### src/rtl/core/ots_pkg.sv
// ============================================================================
// ots_pkg - odd-even transposition sorter package
// Shared key width, default capacity and the sequencer state type.
// ============================================================================
`default_nettype none

package ots_pkg;

    localparam int KEY_W         = 64;
    localparam int DEPTH_DEFAULT = 16;

    typedef enum logic [2:0] {
        ST_LOAD,
        ST_RD,
        ST_CMP,
        ST_WR2,
        ST_EMIT_RD,
        ST_EMIT_LD,
        ST_EMIT_WAIT
    } state_t;

endpackage

`default_nettype wire

### src/rtl/core/ots_ram.sv
// ============================================================================
// ots_ram - generic RAM
// One write port, two read ports, registered read data, no reset.
// ============================================================================
`default_nettype none

module ots_ram #(
    parameter int WIDTH = ots_pkg::KEY_W,
    parameter int DEPTH = ots_pkg::DEPTH_DEFAULT,
    localparam int AW   = (DEPTH > 1) ? $clog2(DEPTH) : 1
) (
    input  wire logic             clk,
    input  wire logic             we,
    input  wire logic [AW-1:0]    waddr,
    input  wire logic [WIDTH-1:0] wdata,
    input  wire logic [AW-1:0]    raddr_a,
    input  wire logic [AW-1:0]    raddr_b,
    output logic      [WIDTH-1:0] rdata_a,
    output logic      [WIDTH-1:0] rdata_b
);

    logic [WIDTH-1:0] mem [DEPTH];

    always_ff @(posedge clk)
    begin
        if (we)
        begin
            mem[waddr] <= wdata;
        end
        rdata_a <= mem[raddr_a];
        rdata_b <= mem[raddr_b];
    end

endmodule

`default_nettype wire

### src/rtl/core/odd_even_transposition_sorter_top.sv
// ============================================================================
// odd_even_transposition_sorter_top - odd-even transposition sorter
// Collects keys into a RAM, sorts them with one shared compare-exchange
// unit stepping over even and odd pairs, then streams them out ascending.
// ============================================================================
//
//  channel   dir  handshake                    payload
//  s_axis    in   s_axis_tvalid/s_axis_tready  tdata = key, tlast = is_final
//  m_axis    out  m_axis_tvalid/m_axis_tready  tdata = sorted_key,
//                                              tlast = end_of_run,
//                                              tuser = overflowed
//
//  Load: one cycle per key; s_axis_tready is high only while collecting.
//  Sort: one comparator; each pair is read and compared, and a swap writes
//  the lower key first; phases repeat until an even+odd pass swaps nothing
//  (at most n passes). Emit: each key goes through the output register
//  and waits there for m_axis_tready; a stalled result simply holds the sequencer.
//  Reset clears fill count, overflow flag and sequencer; the RAM is not
//  cleared since only entries written in the current set are ever read.
// ============================================================================
`default_nettype none

module odd_even_transposition_sorter_top #(
    parameter int DEPTH = ots_pkg::DEPTH_DEFAULT
) (
    input  wire logic                      clk,
    input  wire logic                      rst_n,
    input  wire logic                      s_axis_tvalid,
    output logic                           s_axis_tready,
    input  wire logic [ots_pkg::KEY_W-1:0] s_axis_tdata,  // [63:0] key
    input  wire logic                      s_axis_tlast,  // is_final
    output logic                           m_axis_tvalid,
    input  wire logic                      m_axis_tready,
    output logic      [ots_pkg::KEY_W-1:0] m_axis_tdata,  // [63:0] sorted_key
    output logic                           m_axis_tlast,  // end_of_run
    output logic                           m_axis_tuser   // [0] overflowed
);

    localparam int AW = (DEPTH > 1) ? $clog2(DEPTH) : 1;
    localparam int CW = $clog2(DEPTH + 1);
    localparam int IW = $clog2(DEPTH + 2);

    ots_pkg::state_t state_reg, state_next;

    logic [CW-1:0] fill_reg, fill_next;
    logic          ovf_reg, ovf_next;
    logic [IW-1:0] idx_reg, idx_next;
    logic          phase_reg, phase_next;
    logic          again_reg, again_next;
    logic [CW-1:0] emit_reg, emit_next;

    logic [ots_pkg::KEY_W-1:0] hold_reg, hold_next;
    logic [ots_pkg::KEY_W-1:0] out_key_reg, out_key_next;
    logic                      out_valid_reg, out_valid_next;
    logic                      out_last_reg, out_last_next;
    logic                      out_ovf_reg, out_ovf_next;

    logic                      ram_we;
    logic [AW-1:0]             ram_waddr;
    logic [ots_pkg::KEY_W-1:0] ram_wdata;
    logic [AW-1:0]             ram_raddr_a;
    logic [AW-1:0]             ram_raddr_b;
    logic [ots_pkg::KEY_W-1:0] ram_rdata_a;
    logic [ots_pkg::KEY_W-1:0] ram_rdata_b;

    logic [IW:0]   idx_p1;
    logic [IW:0]   n_ext;
    logic          pair_ok;
    logic          full;
    logic          in_acc;
    logic [CW-1:0] emit_p1;

    assign idx_p1  = {1'b0, idx_reg} + (IW+1)'(1);
    assign n_ext   = (IW+1)'(fill_reg);
    assign pair_ok = (idx_p1 < n_ext);
    assign full    = (fill_reg == CW'(DEPTH));
    assign emit_p1 = emit_reg + CW'(1);

    assign s_axis_tready = (state_reg == ots_pkg::ST_LOAD);
    assign in_acc        = s_axis_tvalid && s_axis_tready;

    assign m_axis_tvalid = out_valid_reg;
    assign m_axis_tdata  = out_key_reg;
    assign m_axis_tlast  = out_last_reg;
    assign m_axis_tuser  = out_ovf_reg;

    ots_ram #(
        .WIDTH (ots_pkg::KEY_W),
        .DEPTH (DEPTH)
    ) u_store (
        .clk     (clk),
        .we      (ram_we),
        .waddr   (ram_waddr),
        .wdata   (ram_wdata),
        .raddr_a (ram_raddr_a),
        .raddr_b (ram_raddr_b),
        .rdata_a (ram_rdata_a),
        .rdata_b (ram_rdata_b)
    );

    always_ff @(posedge clk or negedge rst_n)
    begin
        if (!rst_n)
        begin
            state_reg     <= ots_pkg::ST_LOAD;
            fill_reg      <= '0;
            ovf_reg       <= 1'b0;
            idx_reg       <= '0;
            phase_reg     <= 1'b0;
            again_reg     <= 1'b0;
            emit_reg      <= '0;
            out_valid_reg <= 1'b0;
        end
        else
        begin
            state_reg     <= state_next;
            fill_reg      <= fill_next;
            ovf_reg       <= ovf_next;
            idx_reg       <= idx_next;
            phase_reg     <= phase_next;
            again_reg     <= again_next;
            emit_reg      <= emit_next;
            out_valid_reg <= out_valid_next;
        end
    end

    always_ff @(posedge clk)
    begin
        hold_reg     <= hold_next;
        out_key_reg  <= out_key_next;
        out_last_reg <= out_last_next;
        out_ovf_reg  <= out_ovf_next;
    end

    always_comb
    begin
        state_next     = state_reg;
        fill_next      = fill_reg;
        ovf_next       = ovf_reg;
        idx_next       = idx_reg;
        phase_next     = phase_reg;
        again_next     = again_reg;
        emit_next      = emit_reg;
        hold_next      = hold_reg;
        out_key_next   = out_key_reg;
        out_valid_next = out_valid_reg;
        out_last_next  = out_last_reg;
        out_ovf_next   = out_ovf_reg;

        ram_we      = 1'b0;
        ram_waddr   = fill_reg[AW-1:0];
        ram_wdata   = s_axis_tdata;
        ram_raddr_a = idx_reg[AW-1:0];
        ram_raddr_b = idx_p1[AW-1:0];

        case (state_reg)
            ots_pkg::ST_LOAD:
            begin
                if (in_acc)
                begin
                    if (full)
                    begin
                        ovf_next = 1'b1;
                    end
                    else
                    begin
                        ram_we    = 1'b1;
                        fill_next = fill_reg + CW'(1);
                    end
                    if (s_axis_tlast)
                    begin
                        idx_next   = '0;
                        phase_next = 1'b0;
                        again_next = 1'b0;
                        state_next = ots_pkg::ST_RD;
                    end
                end
            end

            ots_pkg::ST_RD:
            begin
                if (pair_ok)
                begin
                    state_next = ots_pkg::ST_CMP;
                end
                else if (!phase_reg)
                begin
                    // even phase done, start odd phase at pair (1,2)
                    phase_next = 1'b1;
                    idx_next   = IW'(1);
                end
                else if (again_reg)
                begin
                    phase_next = 1'b0;
                    idx_next   = '0;
                    again_next = 1'b0;
                end
                else
                begin
                    emit_next  = '0;
                    state_next = ots_pkg::ST_EMIT_RD;
                end
            end

            ots_pkg::ST_CMP:
            begin
                if (ram_rdata_a > ram_rdata_b)
                begin
                    // lower key goes left now, upper key next cycle
                    ram_we     = 1'b1;
                    ram_waddr  = idx_reg[AW-1:0];
                    ram_wdata  = ram_rdata_b;
                    hold_next  = ram_rdata_a;
                    again_next = 1'b1;
                    state_next = ots_pkg::ST_WR2;
                end
                else
                begin
                    idx_next   = idx_reg + IW'(2);
                    state_next = ots_pkg::ST_RD;
                end
            end

            ots_pkg::ST_WR2:
            begin
                ram_we     = 1'b1;
                ram_waddr  = idx_p1[AW-1:0];
                ram_wdata  = hold_reg;
                idx_next   = idx_reg + IW'(2);
                state_next = ots_pkg::ST_RD;
            end

            ots_pkg::ST_EMIT_RD:
            begin
                ram_raddr_a = emit_reg[AW-1:0];
                state_next  = ots_pkg::ST_EMIT_LD;
            end

            ots_pkg::ST_EMIT_LD:
            begin
                out_key_next   = ram_rdata_a;
                out_last_next  = (emit_p1 == fill_reg);
                out_ovf_next   = ovf_reg;
                out_valid_next = 1'b1;
                state_next     = ots_pkg::ST_EMIT_WAIT;
            end

            ots_pkg::ST_EMIT_WAIT:
            begin
                if (m_axis_tready)
                begin
                    out_valid_next = 1'b0;
                    emit_next      = emit_p1;
                    if (out_last_reg)
                    begin
                        fill_next  = '0;
                        ovf_next   = 1'b0;
                        state_next = ots_pkg::ST_LOAD;
                    end
                    else
                    begin
                        state_next = ots_pkg::ST_EMIT_RD;
                    end
                end
            end

            default:
            begin
                state_next = ots_pkg::ST_LOAD;
            end
        endcase
    end

endmodule

`default_nettype wire

### config.mk
export PLATFORM = sky130hd
export DESIGN_NAME = odd_even_transposition_sorter_top
export DESIGN_NICKNAME = d
export VERILOG_FILES = /design/src/rtl/core/ots_pkg.sv /design/src/rtl/core/ots_ram.sv /design/src/rtl/core/odd_even_transposition_sorter_top.sv
export SDC_FILE = /design/constraint.sdc
export NUM_CORES = 2
export LEC_CHECK = 0
export BUFFER_PORTS_ARGS = -buffer_cell sky130_fd_sc_hd__buf_2
export CORE_MARGIN = 1
export CORE_UTILIZATION = 45
export CTS_CLUSTER_DIAMETER = 60
export DETAILED_ROUTE_END_ITERATION = 16
export GPL_TIMING_DRIVEN = 0
export REMOVE_ABC_BUFFERS = 1
export SKIP_LAST_GASP = 1
export SYNTH_ARGS = -nofsm -noshare
export SYNTH_HDL_FRONTEND = slang
export SYNTH_SLANG_ARGS = --single-unit
### constraint.sdc
create_clock -name clk -period 19.6 [get_ports clk]
set_input_delay 1.96 -clock clk [delete_from_list [all_inputs] [get_ports clk]]
set_output_delay 1.96 -clock clk [all_outputs]
set_load 0.01 [all_outputs]
==> flow_summary.yaml <==
outcome:
  status: "finished with violations"
  violations: "capacitance limit, slew limit"
global_routing:
  grt_start_max_net_pins: 92
  grt_pass1_vias: 34454
  antenna_found_initial: 5
  overflow: 0
  grt_pass1_wl_um: 241000
  grtUsageTotal_pct: 25.8
logic_synthesis:
  synth_fa_ha_area_share_pct: 1.59
  ys_types: 66
  synthesis.area_um2: 57400
  synth_edf_count: 1154
  muxShareOfSynthArea_pct: 22.7
  seq_area_frac_synth_pct: 65.8
  ys.flop_type: "edfxtp_1"
  avgSynthCellArea_um2: 19.0
  synthCells: 3022
  yosys.area_share.simple_pct: 2.81
  synth_compound_area_share_pct: 4.90
  yosys.area.top_type: "edfxtp_1"
  synth_top_family_by_area: "multiplexers"
  synth_xor_xnor_area_share_pct: 0.153
  ys.warnings.count: 0
  ys_ff_latch: 1304
  postSynth.asyncResetShare_pct: 1.69
  synth_top_area_share_pct: 60.4
  synth_area_leaders: "edfxtp_1 60%, mux4_2 23%, dfxtp_1 4.5%"
placed_design:
  post-place-ws_ns: 12.76
  port_buffers: 136
  hpwl_um: 109000
  gp_congestion: 0.788
clock_tree:
  postCtsHoldBufs: 0
  cts_made_buffers: 142
  cts_root_buf: "clkbuf_16"
  htreeDepth: 4
  clock-sinks: 1304
  post-cts-setup-buffer-count: 0
  clk_pin_slew_ns: 0.06
  cts_tree: "built"
  cts_resized: 0
  worstSkewPairLatency_ns: 0.75
  clk_path_buf_depth: 3
worst_setup_path:
  startpoint_type: "flip-flop"
  cp_common_cell: "buf_8"
  worst-path-buf-inv: 7
  crit_chain: "inv_1 -> ha_1 -> nand4_1 -> nor4_1 -> and4_1 -> o41a_1 -> or4_4 -> and2_4 -> buf_12 -> mux2i_1 -> a221oi_1 -> nor4b_4 -> buf_8 -> buf_6 -> buf_8 -> buf_6 -> buf_8"
  crit_type: "flip-flop to flip-flop"
  crit_slowest_cell: "nor4_1"
  cp_data_arrival_time_ns: 7.51
  slowest_delay_ns: 1.35
  cp.depth: 17
  worst-r2r-setup-slack_ns: 12.52
  critPathMaxFanout: 25
  cp-end-kind: "flip-flop"
  required_ns: 20.03
  ff2ff_path_depth: 17
  crit_family: "simple AND/OR/NAND/NOR gates"
floorplanning:
  initial_core_util_pct: 45.5
  die_h_um: 359
  top_level_ports: 137
  rows: 130
  die_w_um: 359
  die-area_um2: 129000
  coreArea_um2: 126000
timing:
  maxSlewViolCount: 4
  max_freq_mhz: 141
  tightest_slew_ns: 1.57
  clock_skew_ns: 0.0269
  setup_ws_ns: 12.52
  hold_viol: 0
  min_period_over_period_pct: 36.1
  rsz0062_at_grt: "no"
  min_period_ns: 7.08
  fin_tns_setup_ns: 0
  setup_violations: 0
  relSlewSlack_pct: -5.50
drt:
  drt-initial-drc-count: 4211
  vias: 33567
  wl_um: 166000
  ant_nets: 0
  via_per_inst: 6.58
  first_pass_iters: 6
  drc: 0
  avgRoutedWirePerCell_um: 32.6
power_and_ir_drop:
  p_clk_share_pct: 21.8
  vdd_drop_max_mv: 0.177
  seqPwrFrac_pct: 38.0
  switching_share_pct: 34.3
  p_comb_share_pct: 40.2
  p_leak_nw: 22.8
  p_switching_mw: 4.22
  power.internal_mw: 8.07
  power.density_nw_per_um2: 181
layout:
  syn2layout_area_growth_pct: 18.7
  fin_util_pct: 54.0
  largest_register_ff_count: 1024
  drive_above_1_share_pct: 34.9
  layout_common_cells: "1154 x edfxtp_1, 576 x mux4_2, 163 x nand2_1, 150 x clkbuf_16, 136 x buf_2"
  final_common_cell: "edfxtp_1"
  fin_nets: 3472
  regMostFlops: "u_store.mem"
worst_hold_path:
  whs_path_depth: 0
  hold_class: "flip-flop to flip-flop"
flow_run:
  maxCapViolCount: 1
[per-layer routing]
metal | up-vias | track usage, % | wire, µm | part of all wire, %
li1 | 13429 | - | - | -
met2 | 1899 | 41.3 | 80300 | 48
met1 | 17960 | 36.2 | 67100 | 40
met4 | 2 | 7.49 | 4070 | 2.4
met5 | - | 0 | 13 | 0.0078
met3 | 277 | 4.97 | 14600 | 8.8
[cells by family after synthesis]
kind of cell / Yosys count
muxes: 583
and+or+nand+nor: 327
buffers and inverters: 289
AOI/OAI and AO/OA: 436
adders and majority gates: 73
xor gates and xnor gates: 10
DFF: 1304
[synthesized netlist by cell type, drive strengths merged (6+ instances only)]
cell / number
a211oi: 66
a21o: 11
a21oi: 93
a31oi: 66
and2: 68
and4: 6
buf: 72
clkbuf: 142
dfrtp: 22
dfxtp: 128
edfxtp: 1154
ha: 73
inv: 74
mux4: 576
nand2: 164
nand3: 18
nand4: 16
nor2: 19
nor3: 17
o21ai: 34
o22ai: 129
[through the flow]
step                      hold slack (ns)  power (mW)  cells  instance area [µm²]
after detailed placement            0.444        9.65   4836                63400
after CTS                           0.458        12.3   5096                68100
after floorplan                     0.425        8.63   2808                56500
after global routing                0.478        12.8   5096                68100
after global placement              0.450        11.1   4594                59300
final                               0.459        12.3   5098                68100
[path summary, 6_finish.rpt]
path,start,to
worst max-delay path,u_store.rdata_b[57]$_DFF_P_,u_store.mem[12][6]$_DFFE_PP_
worst min-delay path,ovf_reg$_DFFE_PN0P_,m_axis_tuser$_DFFE_PP_
worst max register to register,u_store.rdata_b[57]$_DFF_P_,u_store.mem[12][6]$_DFFE_PP_
worst min register to register,ovf_reg$_DFFE_PN0P_,m_axis_tuser$_DFFE_PP_
max in group asynchronous,rst_n,idx_reg[0]$_DFFE_PN0P_
min in group asynchronous,rst_n,state_reg[2]$_DFFE_PN0P_
[power by group through the flow]
stage / registers [mW] / clock network (mW) / logic [mW]
3_3_place_gp: 4.98 / 0 / 6.10
2_1_floorplan: 4.67 / 0 / 3.96
5_1_grt: 4.73 / 2.82 / 5.23
6_report: 4.67 / 2.69 / 4.94
4_1_cts: 4.66 / 2.72 / 4.95
3_5_place_dp: 4.71 / 0 / 4.93
[worst reg2reg max path: cells and delay by family (launching register included)]
family          cells  cell delay [ns]
compound gates      2             1.05
fa+ha+maj           1             0.29
buf+inv             7             1.40
flops               1             0.36
mux                 1             0.14
simple gates        6             3.55
[cell type report]
class                   instances  area [µm²]
inverters                      75         287
flip-flops and latches       1304       37800
repair buffers                378        4640
clock buffers                 189        3980
multi-input cells            1429       18700
fillers                      9500       57900
well taps                    1650        2060
clock inverters                71         686
diodes                          2        5.00
No activity file was read; power rests on OpenSTA's default activity.
